`src/rtl/lbcd_pkg.sv`:
```
// Shared constants, codes and types for the LRU block cache directory.
// No dependencies; imported by every other file of the block.
package lbcd_pkg;

   localparam int CAPACITY    = 64;
   localparam int COUNT_WIDTH = 32;
   localparam int SLOT_W      = $clog2(CAPACITY);
   localparam int USED_W      = $clog2(CAPACITY + 1);
   localparam int ADDR_W      = 48;
   localparam int FUNC_W      = 2;
   localparam int CFG_W       = 7;
   localparam int OUT_SLOT_W  = 6;
   localparam int OUT_COUNT_W = 32;
   localparam int EXT_W       = (CFG_W > USED_W) ? CFG_W : USED_W;

   localparam logic [CFG_W-1:0]  CFG_RESET  = 7'd64;
   localparam logic [FUNC_W-1:0] FUNC_READ  = 2'd1;
   localparam logic [FUNC_W-1:0] FUNC_WRITE = 2'd2;

   typedef enum logic [1:0] {
      ST_IDLE,
      ST_LOOK,
      ST_UPD
   } state_type;

   typedef struct packed {
      logic ready;
      logic look_en;
      logic upd_fire;
   } ctrl_type;

   typedef struct packed {
      logic [ADDR_W-1:0] blk;
      logic [SLOT_W-1:0] oldest_age;
   } cell_look_type;

   typedef struct packed {
      logic              en;
      logic [ADDR_W-1:0] blk;
      logic [SLOT_W-1:0] age_limit;
   } cell_upd_type;

   typedef struct packed {
      logic              match;
      logic              oldest;
      logic [ADDR_W-1:0] tag;
      logic [SLOT_W-1:0] age;
   } cell_stat_type;

endpackage

```
`src/rtl/lbcd_ctrl.sv`:
```
// Sequencer of the directory: accept, lookup cycle, update and result cycle.
// Depends on lbcd_pkg.
module lbcd_ctrl import lbcd_pkg::*; (
   input  logic     clock,
   input  logic     reset,
   input  logic     req_valid,
   input  logic     out_free,
   output ctrl_type ctrl
);

   state_type state_ff, state_in;

   always_comb begin
      state_in = state_ff;
      case (state_ff)
         ST_IDLE: begin
            if (req_valid) state_in = ST_LOOK;
         end
         ST_LOOK: state_in = ST_UPD;
         ST_UPD: begin
            if (out_free) state_in = req_valid ? ST_LOOK : ST_IDLE;
         end
         default: state_in = ST_IDLE;
      endcase
   end

   always_comb begin
      ctrl = '0;
      case (state_ff)
         ST_IDLE: ctrl.ready = 1'b1;
         ST_LOOK: ctrl.look_en = 1'b1;
         ST_UPD: begin
            ctrl.ready    = out_free;
            ctrl.upd_fire = out_free;
         end
         default: ctrl = '0;
      endcase
   end

   always_ff @(posedge clock) begin
      if (reset) state_ff <= ST_IDLE;
      else       state_ff <= state_in;
   end

endmodule

```
`config.mk`:
```
export PLATFORM = sky130hd
export DESIGN_NAME = lbcd_ctrl
export DESIGN_NICKNAME = d
export VERILOG_FILES = /design/src/rtl/lbcd_pkg.sv /design/src/rtl/lbcd_ctrl.sv
export SDC_FILE = /design/constraint.sdc
export NUM_CORES = 1
export LEC_CHECK = 0
export BUFFER_PORTS_ARGS = -buffer_cell sky130_fd_sc_hd__buf_2
export CAP_MARGIN = 10
export CELL_PAD_IN_SITES_DETAIL_PLACEMENT = 1
export CELL_PAD_IN_SITES_GLOBAL_PLACEMENT = 1
export CORE_AREA = 2 2 39 41
export DETAILED_ROUTE_END_ITERATION = 10
export DIE_AREA = 0 0 41 43
export PLACE_DENSITY = 0.34
export SYNTH_ARGS = -nofsm -noshare
export SYNTH_HDL_FRONTEND = slang
export SYNTH_SLANG_ARGS = --single-unit
```
`constraint.sdc`:
```
create_clock -name clock -period 1.04 [get_ports clock]
set_clock_uncertainty 0.05 [all_clocks]
set_input_delay 0.104 -clock clock [delete_from_list [all_inputs] [get_ports clock]]
set_output_delay 0.104 -clock clock [all_outputs]
set_load 0.01 [all_outputs]
```
==> out/qor.log <==
qor: global_route.grt_antenna_before_repair 0
qor: layout.regMostFlops state_ff
qor: floorplan.ios 7
qor: timing.timing.setup.tns 0 ns
qor: logic_synthesis.synth-edff-count 0
qor: timing.post-route-period-util 100%
qor: timing.finalWorstSetupSlack 0.000505 ns
qor: worst_hold_path.holdCritStartpoint reset
qor: logic_synthesis.syn_area_per_cell 9.90 sq um
qor: clock_network.cts-buffers-inserted 3
qor: outcome.outcome complete, no violations
qor: worst_hold_path.worst_hold_path_type in -> reg
qor: critical_path.crit_path_end_kind primary output
qor: global_route.grt-ovfl-total 0
qor: logic_synthesis.synthTopCellsByCount 2 x sky130_fd_sc_hd__dfxtp_1, 2 x sky130_fd_sc_hd__nor3b_1
qor: timing.timing.final.crit_period 1.04 ns
qor: layout.final_nets 25
qor: floorplan.core 0.00138 sq mm
qor: route.post-route-drc-count 0
qor: clock_network.clk-insertion-delay-late 0.22 ns
qor: logic_synthesis.yosys_warnings 0
qor: logic_synthesis.ys_seq_elements 2
qor: critical_path.worst-setup-path-type reg -> out
qor: critical_path.cpLargestDelayFamily flip-flops
qor: critical_path.critPathArrivalTime 0.89 ns
qor: clock_network.cts.path.max_buffers 2
qor: route.ant_nets 0
qor: layout.layoutNonFillerInstCount 35
qor: critical_path.slowest_cell_on_crit_path sky130_fd_sc_hd__dfxtp_4
qor: logic_synthesis.syn_inst 11
qor: clock_network.cts.reportedPaths.clkPinSlew 0.03 ns
qor: logic_synthesis.dominantRegCellSynth sky130_fd_sc_hd__dfxtp_1
qor: critical_path.worst_setup_path_start_kind flip-flop
qor: layout.largest_register_ff_count 2
qor: timing.relSlewSlack 82.4%
qor: clock_network.tritoncts_num_sinks 2
qor: route.firstDrtPassIters 1
qor: logic_synthesis.synth_area 109 sq um
qor: clock_network.cts_tree built
qor: global_route.grt_first_pass_wirelength 496 um
qor: power_and_ir_drop.power_density 1500 mW/mm^2
qor: layout.biggestRegsByFlops state_ff (2)
qor: route.dr_total_vias 107
qor: critical_path.cp_max_fo 5
qor: global_route.largest_net_degree_at_the_start_of_global_routing 6
qor: clock_network.cts_htree_levels 1
qor: power_and_ir_drop.p_leak 0.0917 nW
qor: critical_path.number_of_buffer_and_inverter_stages_on_the_critical_path 1
qor: layout.multi_input_area 63.8 sq um
qor: timing.rsz0062_at_grt yes
qor: timing.max_freq 0.962 GHz
qor: logic_synthesis.synthArstFlopShare 0%
qor: power_and_ir_drop.peakVddDrop 316 uV
qor: logic_synthesis.ys_seq_area_share 36.8%
qor: placed_design.port_buffer_count 6
qor: layout.design_area 198 sq um
qor: floorplan.initial_core_util 7.87%
qor: timing.finalSetupViolCount 0
qor: critical_path.cp_slowest_stage_delay 0.36 ns
qor: logic_synthesis.share_of_the_synthesized_area_in_the_top_cell_type 36.8%
qor: placed_design.place_area 151 sq um
qor: placed_design.gp_congestion 0.545
qor: timing.actual_transition_at_the_worst_max_transition_pin 0.263 ns
qor: floorplan.num_rows 14
qor: critical_path.crit_required 0.89 ns
qor: layout.drive_above_1_share 78.9%
qor: logic_synthesis.synth.largest_area_cell sky130_fd_sc_hd__dfxtp_1
qor: route.drt_first_iter_violations 0
qor: route.viasPerCell 3.06
qor: floorplan.die_w 41 um
qor: critical_path.rr_startpoint state_ff[0]$_SDFFE_PP0P_
qor: logic_synthesis.post_synth_main_area_contributors sky130_fd_sc_hd__dfxtp_1 37%, sky130_fd_sc_hd__a2111oi_2 14%, sky130_fd_sc_hd__nor3b_1 14%, sky130_fd_sc_hd__o21ba_1 9.2%, sky130_fd_sc_hd__nor2b_2 8.0%
qor: critical_path.worstSetupStartpoint state_ff[1]$_SDFFE_PP0P_
qor: clock_network.clock_tree.root_cell sky130_fd_sc_hd__clkbuf_4
qor: timing.final-max-slew-violation-count 0
qor: route.postRouteWirelength 285 um
qor: logic_synthesis.mappedNetlistNets 15
qor: job.cap_viol_max_count 0
qor: critical_path.timing.critical_path.cells nor3b_2, buf_2
qor: global_route.grt_pass1_vias 125
qor: logic_synthesis.synth_cell_types 9
qor: placed_design.pre_cts_ws 0.152 ns
qor: floorplan.dieHeight 43 um
qor: layout.fillerInstances 160
qor: route.wire_per_inst 8.14 um
qor: floorplan.design.die.area 0.00176 sq mm
qor: layout.area.growth.synth_to_final 81.6%
qor: layout.antenna_cells 0
qor: layout.area_of_all_sequential_standard_cells 47.5 sq um
qor: placed_design.dpl.cell_count 32
qor: timing.finalHoldViolations 0
qor: global_route.grt.total_usage 4.80%
==> worst reg2reg max path, cell delays in order, from the launching register on <==
cell and delay, ns:
sky130_fd_sc_hd__dfxtp_4 0.35, sky130_fd_sc_hd__nor2b_4 0.13, sky130_fd_sc_hd__o21ba_1 0.18
==> repair_timing <==
item / CTS / global route
hold buffers: 0 / 0
pin swaps: 0 / 0
gates resized for setup: 6 / 1
endpoints found under the setup margin: 2 / 2
setup buffers: 0 / 0
==> worst paths after layout <==
check,slack (ns),endpoint,depth (start not counted)
worst min register to register,0.40,state_ff[0]$_SDFFE_PP0P_,1
worst min-delay path,0.009,state_ff[0]$_SDFFE_PP0P_,2
worst max-delay path,0.0005,ctrl[0],2
worst max register to register,0.22,state_ff[1]$_SDFFE_PP0P_,2
==> per-stage QoR <==
stage | hold slack (ns) | util [%] | power, mW
after floorplan | 0.131 | - | 0.109
after global placement | 0.251 | 10.9 | 0.122
after detailed placement | 0.251 | 10.9 | 0.123
after CTS | 0.000948 | 13.8 | 0.310
after global routing | 0.00571 | 14.3 | 0.321
final | 0.00913 | 14.3 | 0.296
==> cell type report <==
| cell class | instances | share of cell area (%) |
|---|---|---|
| clock buffers | 3 | 11.4 |
| inverters | 2 | 3.80 |
| multi-input cells | 6 | 32.3 |
| flip-flops and latches | 2 | 24.1 |
| well taps | 16 | 10.1 |
| repair buffers | 6 | 18.4 |
==> routing by layer <==
layer	global-route usage, %	vias up	share of wire [%]
met5	0	-	0
met4	8.00	0	0
met3	2.09	0	18
met2	5.31	6	48
met1	4.78	47	35
li1	-	54	-
==> placed cells by master (no fill, tap or decap), drive strengths merged <==
cell type,count
a2111oi,1
o21ba,1
buf,6
inv,2
nor3b,2
a21oi,1
nor2b,1
dfxtp,2
clkbuf,3
==> power breakdown <==
group	total, mW	internal [mW]	switching [mW]
combinational	0.0389	0.0225	0.0164
sequential	0.0877	0.0802	0.00741
clock	0.170	0.127	0.0425
==> kinds of logic (layout without fill, tap and decap cells) <==
logic type	count (synthesis)	count (layout)	synth area share (%)
flip-flops	2	2	36.8
AO/OA/AOI/OAI	3	3	27.6
AND/OR/NAND/NOR	3	3	21.8
buffers and inverters	3	11	13.8
Note: power is estimated with default switching activity, not from simulation.
