$ cat config.mk
export PLATFORM = sky130hd
export DESIGN_NAME = lbcd_cell
export DESIGN_NICKNAME = d
export VERILOG_FILES = /design/src/rtl/lbcd_pkg.sv /design/src/rtl/lbcd_cell.sv
export SDC_FILE = /design/constraint.sdc
export NUM_CORES = 1
export LEC_CHECK = 0
export ABC_AREA = 1
export BUFFER_PORTS_ARGS = -buffer_cell sky130_fd_sc_hd__buf_2
export CAP_MARGIN = 0
export CORE_ASPECT_RATIO = 1.75
export CORE_MARGIN = 4
export CORE_UTILIZATION = 44
export DETAILED_ROUTE_END_ITERATION = 8
export PLACE_DENSITY = 0.79
export SETUP_SLACK_MARGIN = 0.3
export SYNTH_ARGS = -nofsm -noshare
export SYNTH_HDL_FRONTEND = slang
export SYNTH_SLANG_ARGS = --single-unit
$ cat constraint.sdc
create_clock -name clock -period 2.07 [get_ports clock]
set_clock_uncertainty 0.1 [all_clocks]
set_input_delay 0.1035 -clock clock [delete_from_list [all_inputs] [get_ports clock]]
set_output_delay 0.1035 -clock clock [all_outputs]
set_load 0.02 [all_outputs]
$ cat src/rtl/lbcd_pkg.sv
// Shared constants, codes and types for the LRU block cache directory.
// No dependencies; imported by every other file of the block.
package lbcd_pkg;

   localparam int CAPACITY    = 64;
   localparam int COUNT_WIDTH = 32;
   localparam int SLOT_W      = $clog2(CAPACITY);
   localparam int USED_W      = $clog2(CAPACITY + 1);
   localparam int ADDR_W      = 48;
   localparam int FUNC_W      = 2;
   localparam int CFG_W       = 7;
   localparam int OUT_SLOT_W  = 6;
   localparam int OUT_COUNT_W = 32;
   localparam int EXT_W       = (CFG_W > USED_W) ? CFG_W : USED_W;

   localparam logic [CFG_W-1:0]  CFG_RESET  = 7'd64;
   localparam logic [FUNC_W-1:0] FUNC_READ  = 2'd1;
   localparam logic [FUNC_W-1:0] FUNC_WRITE = 2'd2;

   typedef enum logic [1:0] {
      ST_IDLE,
      ST_LOOK,
      ST_UPD
   } state_type;

   typedef struct packed {
      logic ready;
      logic look_en;
      logic upd_fire;
   } ctrl_type;

   typedef struct packed {
      logic [ADDR_W-1:0] blk;
      logic [SLOT_W-1:0] oldest_age;
   } cell_look_type;

   typedef struct packed {
      logic              en;
      logic [ADDR_W-1:0] blk;
      logic [SLOT_W-1:0] age_limit;
   } cell_upd_type;

   typedef struct packed {
      logic              match;
      logic              oldest;
      logic [ADDR_W-1:0] tag;
      logic [SLOT_W-1:0] age;
   } cell_stat_type;

endpackage

$ cat src/rtl/lbcd_cell.sv
// One directory slot: block tag, recency rank, tag compare and age update.
// Depends on lbcd_pkg.
module lbcd_cell import lbcd_pkg::*; (
   input  logic          clock,
   input  cell_look_type look,
   input  cell_upd_type  upd,
   input  logic          valid,
   input  logic          target,
   output cell_stat_type stat
);

   logic [ADDR_W-1:0] tag_ff, tag_in;
   logic [SLOT_W-1:0] age_ff, age_in;

   always_comb begin
      tag_in = tag_ff;
      age_in = age_ff;
      if (upd.en) begin
         if (target) begin
            tag_in = upd.blk;
            age_in = '0;
         end else if (valid && (age_ff < upd.age_limit)) begin
            age_in = age_ff + SLOT_W'(1);
         end
      end
   end

   always_ff @(posedge clock) begin
      tag_ff <= tag_in;
      age_ff <= age_in;
   end

   assign stat.match  = valid && (tag_ff == look.blk);
   assign stat.oldest = valid && (age_ff == look.oldest_age);
   assign stat.tag    = tag_ff;
   assign stat.age    = age_ff;

endmodule

==> impl_metrics.toml, run 1 <==
[run_status]
status = "finished clean"

[placement]
io_buffers = 167
placedInstanceArea_um2 = 3790
place.gp.congestion = 0.835
dp.cells = 577
dp_hpwl_mm = 6.35

[layout]
layout-drive-gt1-share = 0.342
antenna_cells = 0
n_fill_cell = 463
final_util = 0.711
fin_area_um2 = 4430
instances_no_fill = 638
final_nets = 675
synthToLayoutAreaGrowth_pct = 56.1

[clock_tree]
htree_num_levels = 2
cts_tree = "done"
numCtsBuffers = 5
clk_latency_ps = 310
clock_sinks = 54
clk_pin_slew_ps = 90
clockRootBuffer = "clkbuf_8"
clock_path_buffers = 2

[synth]
synthTopCellsByArea = "edfxtp_1 (57%), nand2_1 (14%), inv_1 (11%), o21ai_0 (4.2%), nor2_1 (3.7%)"
yosys.area.top_type = "edfxtp_1"
synthArstFlopShare = 0
ys_warn_count = 0
synth_ff_type = "edfxtp_1"
synthTopCellsByCount = "nand2_1 (104), inv_1 (81), edfxtp_1 (54)"
yosysUniqueCellTypes = 17
syn_area_per_cell_um2 = 8.65
synth.most_common_cell = "nand2_1"
yosysTopAreaCellShare = 0.571
synth_seq_cells = 54
syn_nets = 446
yosysSeqAreaShare = 0.571
synthCells = 328
syn-cell-area_um2 = 2840
synth_edf_count = 54

[routing]
drt-initial-drc-count = 79
drt-vias-per-instance = 4.56
ant_nets = 0
dr.pass1.iters = 4
routedWlPerCell_um = 13.8
postRouteWirelength_mm = 8.78
route.vias.total = 2910
drc = 0

[global_routing]
met1_usage = 0.205
grt_max_degree = 26
grt.total_usage = 0.226
grt_use_met3 = 0.0707
top_usage_layer = "met2"
antenna_found_initial = 0
grt_use_met2 = 0.431
overflow = 0
grt_pass1_wl_mm = 13.0
grt_pass1_vias = 3025

[floorplanning]
ios = 168
initial_core_util = 0.456
die_h_um = 114
die_area_um2 = 7850
core_area_um2 = 6230
dieWidth_um = 68.7
rows = 38

[job]
drv_cap = 0

[critical_path]
crit_arrival_ps = 1570
r2r.worst_path.cells = 6
cp-start-kind = "register"
critPathCaptureType = "primary output"
worstPathRequired_ps = 1870
path_class = "register to primary output"
cp_max_fo = 3

[sta]
grt_setup_unrepaired = "yes"
fin_crit_sh = 0.858
worst_pin_slew_ps = 335
hold_slack_ps = 33.7
hold_viol_final = 0
min_period_ps = 1780
setup_viol = 0
slew_violations = 0
setup_tns_ps = 0
maxSlewHeadroom = 0.777
fmax_ghz = 0.563

[power]
peakVddDrop_mv = 0.589
p_leak_nw = 2.31
powerDensity_nw_per_um2 = 573

[hold_path]
holdPathStages = 2
hp-class = "primary input to register"
kinds of logic (layout without fill, tap and decap cells):
group / Yosys count / count (layout) / share of synthesized area
AND/OR/NAND/NOR: 143 / 143 / 0.196
XOR/XNOR: 12 / 12 / 0.0370
buffers and inverters: 81 / 311 / 0.107
flip-flops: 54 / 54 / 0.571
adder cells (fa/ha/maj): 6 / 6 / 0.0265
AO/OA/AOI/OAI: 32 / 32 / 0.0617
path summary, 6_finish.rpt:
check | from | end | slack, ps
min reg2reg | age_ff[5] | age_ff[5] | 560
max reg2reg | age_ff[1] | age_ff[1] | 330
max | tag_ff[29] | stat[55] | 290
min | target | age_ff[0] | 30
metal layers:
metal,wire (um),up-vias,share of wire
li1,-,1469,-
met1,2820,1292,0.32
met2,5000,122,0.57
met3,660,27,0.075
met4,308,0,0.035
met5,0,-,0
layout by cell type, fill, tap and decap left out, drive strengths merged:
cell and instances:
a211oi 1, a21boi 1, a21oi 4, buf 174
clkbuf 6, clkinv 2, dlygate4sd3 48, edfxtp 54
ha 6, inv 81, nand2 104, nand3 5
nand4 3, nor2 29, nor3 1, o2111ai 1
o21ai 24, o21bai 1, or2 1, xnor2 12
worst max-delay path, cell delays in order, from the launching register on:
cell	delay, ps
edfxtp_1	390
inv_1	70
nand2_1	50
o21ai_0	120
nor2_1	110
nand2_1	70
nor2_2	120
nand3_1	80
nor2_2	120
buf_6	120
power breakdown:
| part | leakage [nW] | switching, mW | internal (mW) |
|---|---|---|---|
| clock | 0.0426 | 0.333 | 0.233 |
| combinational | 1.76 | 0.333 | 0.288 |
| sequential | 0.510 | 0.0560 | 1.29 |
sequential cells by signal (all words and copies together), names as in the netlist:
| signal | cells |
|---|---|
| age_ff | 6 |
| tag_ff | 48 |
stage by stage:
step	setup WS (ps)	total power [mW]
2_1_floorplan	344	1.65
3_3_place_gp	341	1.87
3_5_place_dp	303	1.89
4_1_cts	243	2.54
5_1_grt	143	2.69
6_report	294	2.54
area by class of cell:
cell class	count	area, um2	area share
clock buffer	6	72.6	0.0164
sequential	54	1620	0.366
clock inverter	2	8.76	0.00198
inverter	81	304	0.0686
tap	80	100	0.0226
timing repair buffer	222	1380	0.312
multi-input combinational	193	942	0.213
repair_timing:
item | 4_1_cts | 5_1_grt
setup buffers | 0 | 5
hold buffers | 48 | 0
pin swaps | 0 | 3
resized for setup | 2 | 11
setup endpoints to repair | 7 | 8
hold endpoints to repair | 48 | 0
No activity file was read; power rests on OpenSTA's default activity.
==> run 2, diff against run 1 <==
--- a/config.mk
+++ b/config.mk
@@ -8,11 +8,13 @@
 export ABC_AREA = 1
 export BUFFER_PORTS_ARGS = -buffer_cell sky130_fd_sc_hd__buf_2
 export CAP_MARGIN = 0
+export CELL_PAD_IN_SITES_DETAIL_PLACEMENT = 0
+export CELL_PAD_IN_SITES_GLOBAL_PLACEMENT = 1
 export CORE_ASPECT_RATIO = 1.75
 export CORE_MARGIN = 4
-export CORE_UTILIZATION = 44
+export CORE_UTILIZATION = 30
 export DETAILED_ROUTE_END_ITERATION = 8
-export PLACE_DENSITY = 0.79
+export PLACE_DENSITY = 0.77
 export SETUP_SLACK_MARGIN = 0.3
 export SYNTH_ARGS = -nofsm -noshare
 export SYNTH_HDL_FRONTEND = slang
==> run 2 against run 1 <==
Maximum frequency is 2.2% higher. Register-to-register slack better by 90 ps. Die area is 42% higher. Hold slack better by 35 ps. Critical path depth is 1 lower. Cell area is 3.9% higher. Power is 11% higher. Cell count is 7.1% higher. Wire length is 3.5% lower. Non-clock buffer count is 5 higher. First-iteration DRC count is 13% lower. Largest power group unchanged.
==> impl_metrics.toml, run 2 (synthesized netlist as in run 1, its figures left out) <==
[global_routing]
grt_pass1_wl_mm = 12.4
grt_max_degree = 49
antenna_found_initial = 0
grt_pass1_vias = 2827
overflow = 0
grt.total_usage = 0.145

[clock_tree]
numCtsBuffers = 5
htree_num_levels = 2
clockRootBuffer = "clkbuf_16"
clock_path_buffers = 2
clk_latency_ps = 290
clk_pin_slew_ps = 70
cts_tree = "done"
clock_sinks = 54

[critical_path]
timing.rr.end = "age_ff[0]"
crit_buf_inv = 1
cp.depth = 8
critPathLaunch = "tag_ff[9]"
r2r_start = "age_ff[1]"
cpMostUsedCell = "nor2_2"
crit_arrival_ps = 1530
cp-start-kind = "register"
worstPathCellList = "nand2_2 -> o21ai_2 -> nor2_2 -> nand2_1 -> nor2_2 -> nand3_2 -> nor2_2 -> buf_6"
critical_path.max_stage_delay_ps = 410
rrSetupSlack_ps = 420
critPathTopFamily = "simple AND/OR/NAND/NOR gates"
cp_max_fo = 2
worstPathRequired_ps = 1870
path_class = "register to primary output"
r2r.worst_path.cells = 6
critPathCaptureType = "primary output"
crit_slowest_cell = "edfxtp_1"

[placement]
place.gp.congestion = 0.715
io_buffers = 167
dp_hpwl_mm = 6.46

[run_status]
status = "finished clean"

[layout]
final_common_cell = "buf_2"
top_regs = "tag_ff: 48 flops, age_ff: 6 flops"
top_register = "tag_ff"
final_util = 0.503
synthToLayoutAreaGrowth_pct = 62.2
final_nets = 680
most-common-layout-cells = "buf_2 (166), nand2_1 (101), inv_1 (80)"
n_fill_cell = 885
largest_reg_flops = 48
antenna_cells = 0
layout-drive-gt1-share = 0.361

[power]
total_power_mw = 2.82
p_leak_nw = 2.36
peakVddDrop_mv = 0.534
powerDensity_nw_per_um2 = 614

[routing]
drt-vias-per-instance = 4.19
ant_nets = 0
dr.pass1.iters = 4
route.vias.total = 2864
drc = 0
routedWlPerCell_um = 12.4
postRouteWirelength_mm = 8.47
drt-initial-drc-count = 69

[sta]
grt_setup_unrepaired = "yes"
setup_tns_ps = 0
maxSlewHeadroom = 0.812
min_period_ps = 1740
fin_crit_sh = 0.839
setup_viol = 0
worst_pin_slew_ps = 282
slew_violations = 0
fmax_ghz = 0.576
hold_viol_final = 0

[floorplanning]
initial_core_util = 0.310
dieWidth_um = 81.5
ios = 168
die_h_um = 137
core_area_um2 = 9150
rows = 46
die_area_um2 = 11100

[hold_path]
hp-start = "target"
hp-class = "primary input to register"
holdPathEnd = "age_ff[1]"
holdPathStages = 2

[job]
drv_cap = 0
==> run 2: repair_timing <==
item | CTS | global route
resized for setup | 8 | 13
setup endpoints to repair | 7 | 8
buffers inserted | 1 | 10
cloned | 0 | 0
hold endpoints to repair | 48 | 0
pin swaps | 4 | 17
hold buffers | 48 | 0
==> run 2: metal layers <==
| metal | share of wire | routed length [um] | vias to the layer above | global-route usage |
|---|---|---|---|---|
| met4 | 0.015 | 128 | 0 | 0.0432 |
| met5 | 0 | 0 | - | 0 |
| li1 | - | - | 1478 | - |
| met2 | 0.55 | 4670 | 119 | 0.279 |
| met1 | 0.35 | 2970 | 1257 | 0.145 |
| met3 | 0.083 | 707 | 10 | 0.0408 |
==> run 2: cell type report <==
type                       instances  area (um2)  share of cell area
clock buffer                       5         125              0.0272
clock inverter                     3        23.8             0.00517
inverter                          81         304              0.0661
multi-input combinational        193         952               0.207
sequential                        54        1620               0.352
tap                              120         150              0.0326
timing repair buffer             227        1430               0.310
==> run 2: how the worst max path moves through the flow <==
stage                            to  slack [ps]
after floorplan           age_ff[0]         340
after global placement    age_ff[1]         330
after detailed placement  age_ff[1]         280
after CTS                  stat[55]         280
after global routing       stat[55]         180
final                      stat[55]         330
==> run 2: stage by stage <==
stage	hold WS, ps	cell area (um2)	std cells	worst slack (ps)
detailed placement	182	3840	616	283
global route	79.3	4600	683	182
CTS	58.2	4500	673	282
finish	68.2	4600	683	332
floorplan	102	2840	328	344
global placement	180	3840	616	328
==> run 2: power by group <==
part           leakage, nW  internal [mW]  total (mW)  switching (mW)
sequential           0.510           1.29        1.35          0.0533
combinational         1.79          0.299       0.627           0.328
clock               0.0664          0.453       0.851           0.398
==> run 2: worst reg2reg max path: stages (launching register included) <==
cell and delay [ps]:
edfxtp_1 460, ha_1 310, a21oi_1 140, o21ai_1 80
nand3_1 70, nand2_1 80, nand2_4 120
==> run 3, diff against run 2 <==
--- a/config.mk
+++ b/config.mk
@@ -5,16 +5,16 @@
 export SDC_FILE = /design/constraint.sdc
 export NUM_CORES = 1
 export LEC_CHECK = 0
-export ABC_AREA = 1
+export ABC_AREA = 0
 export BUFFER_PORTS_ARGS = -buffer_cell sky130_fd_sc_hd__buf_2
 export CAP_MARGIN = 0
 export CELL_PAD_IN_SITES_DETAIL_PLACEMENT = 0
 export CELL_PAD_IN_SITES_GLOBAL_PLACEMENT = 1
 export CORE_ASPECT_RATIO = 1.75
 export CORE_MARGIN = 4
-export CORE_UTILIZATION = 30
+export CORE_UTILIZATION = 28
 export DETAILED_ROUTE_END_ITERATION = 8
-export PLACE_DENSITY = 0.77
+export PLACE_DENSITY = 0.74
 export SETUP_SLACK_MARGIN = 0.3
 export SYNTH_ARGS = -nofsm -noshare
 export SYNTH_HDL_FRONTEND = slang
==> constraint.sdc (replaced) <==
create_clock -name clock -period 1.5 [get_ports clock]
set_clock_uncertainty 0.1 [all_clocks]
set_input_delay 0.075 -clock clock [delete_from_list [all_inputs] [get_ports clock]]
set_output_delay 0.075 -clock clock [all_outputs]
set_load 0.02 [all_outputs]
==> run 3 against run 2 <==
The run now ends with negative setup slack left. Via count decreased by 21%. Sequential share of layout area rose by 0.50 points. Global-route usage rose by 0.26 points. Clock power increased by 49%. Largest power group unchanged.
==> impl_metrics.toml, run 3 <==
[sta]
grt_setup_unrepaired = "yes"
setup_ws_ps = -487
hold_slack_ps = 69.4
min_period_ps = 1990
hold_viol_final = 0
fin_crit_sh = 1.32
setup_viol = 8
maxSlewHeadroom = 0.792
fmax_ghz = 0.503
slew_violations = 0
worst_pin_slew_ps = 309
setup_tns_ps = -2110

[synth]
syn_area_per_cell_um2 = 14.7
synth.most_common_cell = "edfxtp_1"
synthTopCellsByCount = "edfxtp_1 (54), xor2_1 (27), xnor2_1 (25)"
synth_ff_type = "edfxtp_1"
yosysSeqAreaShare = 0.657
syn-cell-area_um2 = 2470
synth_seq_cells = 54
ys_warn_count = 0
yosysTopAreaCellShare = 0.657
synthTopCellsByArea = "edfxtp_1 (66%), xor2_1 (9.6%), xnor2_1 (8.9%), ha_1 (3.0%), inv_1 (1.8%)"
synthArstFlopShare = 0
synth_edf_count = 54
syn_nets = 286
yosys.area.top_type = "edfxtp_1"
yosysUniqueCellTypes = 26
synthCells = 168

[layout]
final_nets = 530
ff_latch_area_um2 = 1620
final_util = 0.523
top_regs = "tag_ff: 48 flops, age_ff: 6 flops"
multi_input_area_um2 = 950
n_fill_cell = 766
layout-drive-gt1-share = 0.530
most-common-layout-cells = "buf_2 (153), edfxtp_1 (54), dlygate4sd3_1 (48)"
instances_no_fill = 530
largest_reg_flops = 48
top_register = "tag_ff"
antenna_cells = 0
final_common_cell = "buf_2"
synthToLayoutAreaGrowth_pct = 83.7

[routing]
ant_nets = 0
dr.pass1.iters = 3
route.vias.total = 2252
drt-initial-drc-count = 19
drt-vias-per-instance = 4.25
drc = 0
postRouteWirelength_mm = 7.84
routedWlPerCell_um = 14.8

[clock_tree]
clk_pin_slew_ps = 70
htree_num_levels = 2
cts_tree = "done"
numCtsBuffers = 5
clockRootBuffer = "clkbuf_16"
clock_sinks = 54
clk_latency_ps = 290
clock_path_buffers = 2

[floorplanning]
core_area_um2 = 8670
initial_core_util = 0.285
die_h_um = 132
dieWidth_um = 79.0
ios = 168
rows = 45
die_area_um2 = 10400

[hold_path]
holdPathEnd = "age_ff[0]"
hp-class = "primary input to register"
hp-start = "target"
holdPathStages = 2

[placement]
place.gp.congestion = 0.781
dp_hpwl_mm = 6.19
dp.cells = 470
io_buffers = 167

[global_routing]
antenna_found_initial = 1
grt_pass1_vias = 2483
grt_max_degree = 24
overflow = 0
grt.total_usage = 0.148
grt_pass1_wl_mm = 12.1

[power]
p_leak_nw = 1.98
total_power_mw = 4.03
powerDensity_nw_per_um2 = 888
peakVddDrop_mv = 0.731

[critical_path]
critPathCaptureType = "primary output"
path_class = "register to primary output"
cp-start-kind = "register"
r2r.worst_path.cells = 4
worstPathRequired_ps = 1320
timing.rr.end = "age_ff[1]"
cp_max_fo = 2
crit_arrival_ps = 1810
r2r_start = "age_ff[1]"
rrSetupSlack_ps = -240

[job]
drv_cap = 0

[run_status]
violations = "negative setup slack"
status = "finished, violations left"
==> run 3: cell count changes after synthesis, moves of 4 or more <==
cell	delta
nor4_1	+7
xnor2_1	+13
inv_1	-69
nand4_1	+4
nand2_1	-102
o21ai_0	-23
xor2_1	+27
nor2_1	-22
==> run 3: cell families after synthesis <==
group | Yosys count | synth area share
AO/OA/AOI/OAI | 12 | 0.0365
XOR/XNOR | 52 | 0.184
adder cells (fa/ha/maj) | 6 | 0.0304
buffers and inverters | 13 | 0.0198
flip-flops | 54 | 0.657
AND/OR/NAND/NOR | 31 | 0.0724
==> run 3: worst max-delay path: stages (launching register included) <==
cell	delay, ps
edfxtp_1	440
xnor2_2	180
nand4_1	150
nor4_2	290
nand3_2	140
nor3_4	180
buf_6	140
==> run 3: power breakdown <==
group | switching (mW) | total, mW | internal, mW
sequential | 0.0668 | 1.85 | 1.78
combinational | 0.433 | 0.914 | 0.481
clock | 0.476 | 1.27 | 0.789
total | 0.976 | 4.03 | 3.05
==> run 3: timing repair <==
item / in CTS / in global routing
hold buffers: 48 / 0
gates resized for setup: 28 / 24
setup endpoints to repair: 19 / 25
pin swaps: 10 / 3
endpoints found under the hold margin: 48 / 0
setup buffers: 3 / 1
==> run 3: how the worst max path moves through the flow <==
| stage | startpoint | end |
|---|---|---|
| 6_report | tag_ff[21] | stat[55] |
| 5_1_grt | tag_ff[21] | stat[55] |
| 4_1_cts | tag_ff[5] | stat[55] |
| 3_5_place_dp | age_ff[1] | age_ff[0] |
| 3_3_place_gp | tag_ff[26] | stat[55] |
| 2_1_floorplan | age_ff[1] | age_ff[0] |
==> run 3: through the flow <==
step | worst slack, ps | cell area (um2)
floorplan | -386 | 2500
global placement | -330 | 3640
detailed placement | -349 | 3640
CTS | -491 | 4440
global route | -600 | 4540
finish | -487 | 4540
==> run 3: per-layer routing <==
metal  vias up  share of wire  track usage
li1       1100              -            -
met1      1017           0.33        0.144
met2       121           0.56        0.287
met3        12          0.086       0.0445
met4         2          0.015       0.0449
met5         -         0.0026            0
==> run 3: cell type report <==
type | count | share of cell area
clock buffer | 7 | 0.0292
clock inverter | 1 | 0.00662
inverter | 12 | 0.00993
multi-input combinational | 101 | 0.209
sequential | 54 | 0.357
tap | 117 | 0.0323
timing repair buffer | 238 | 0.355
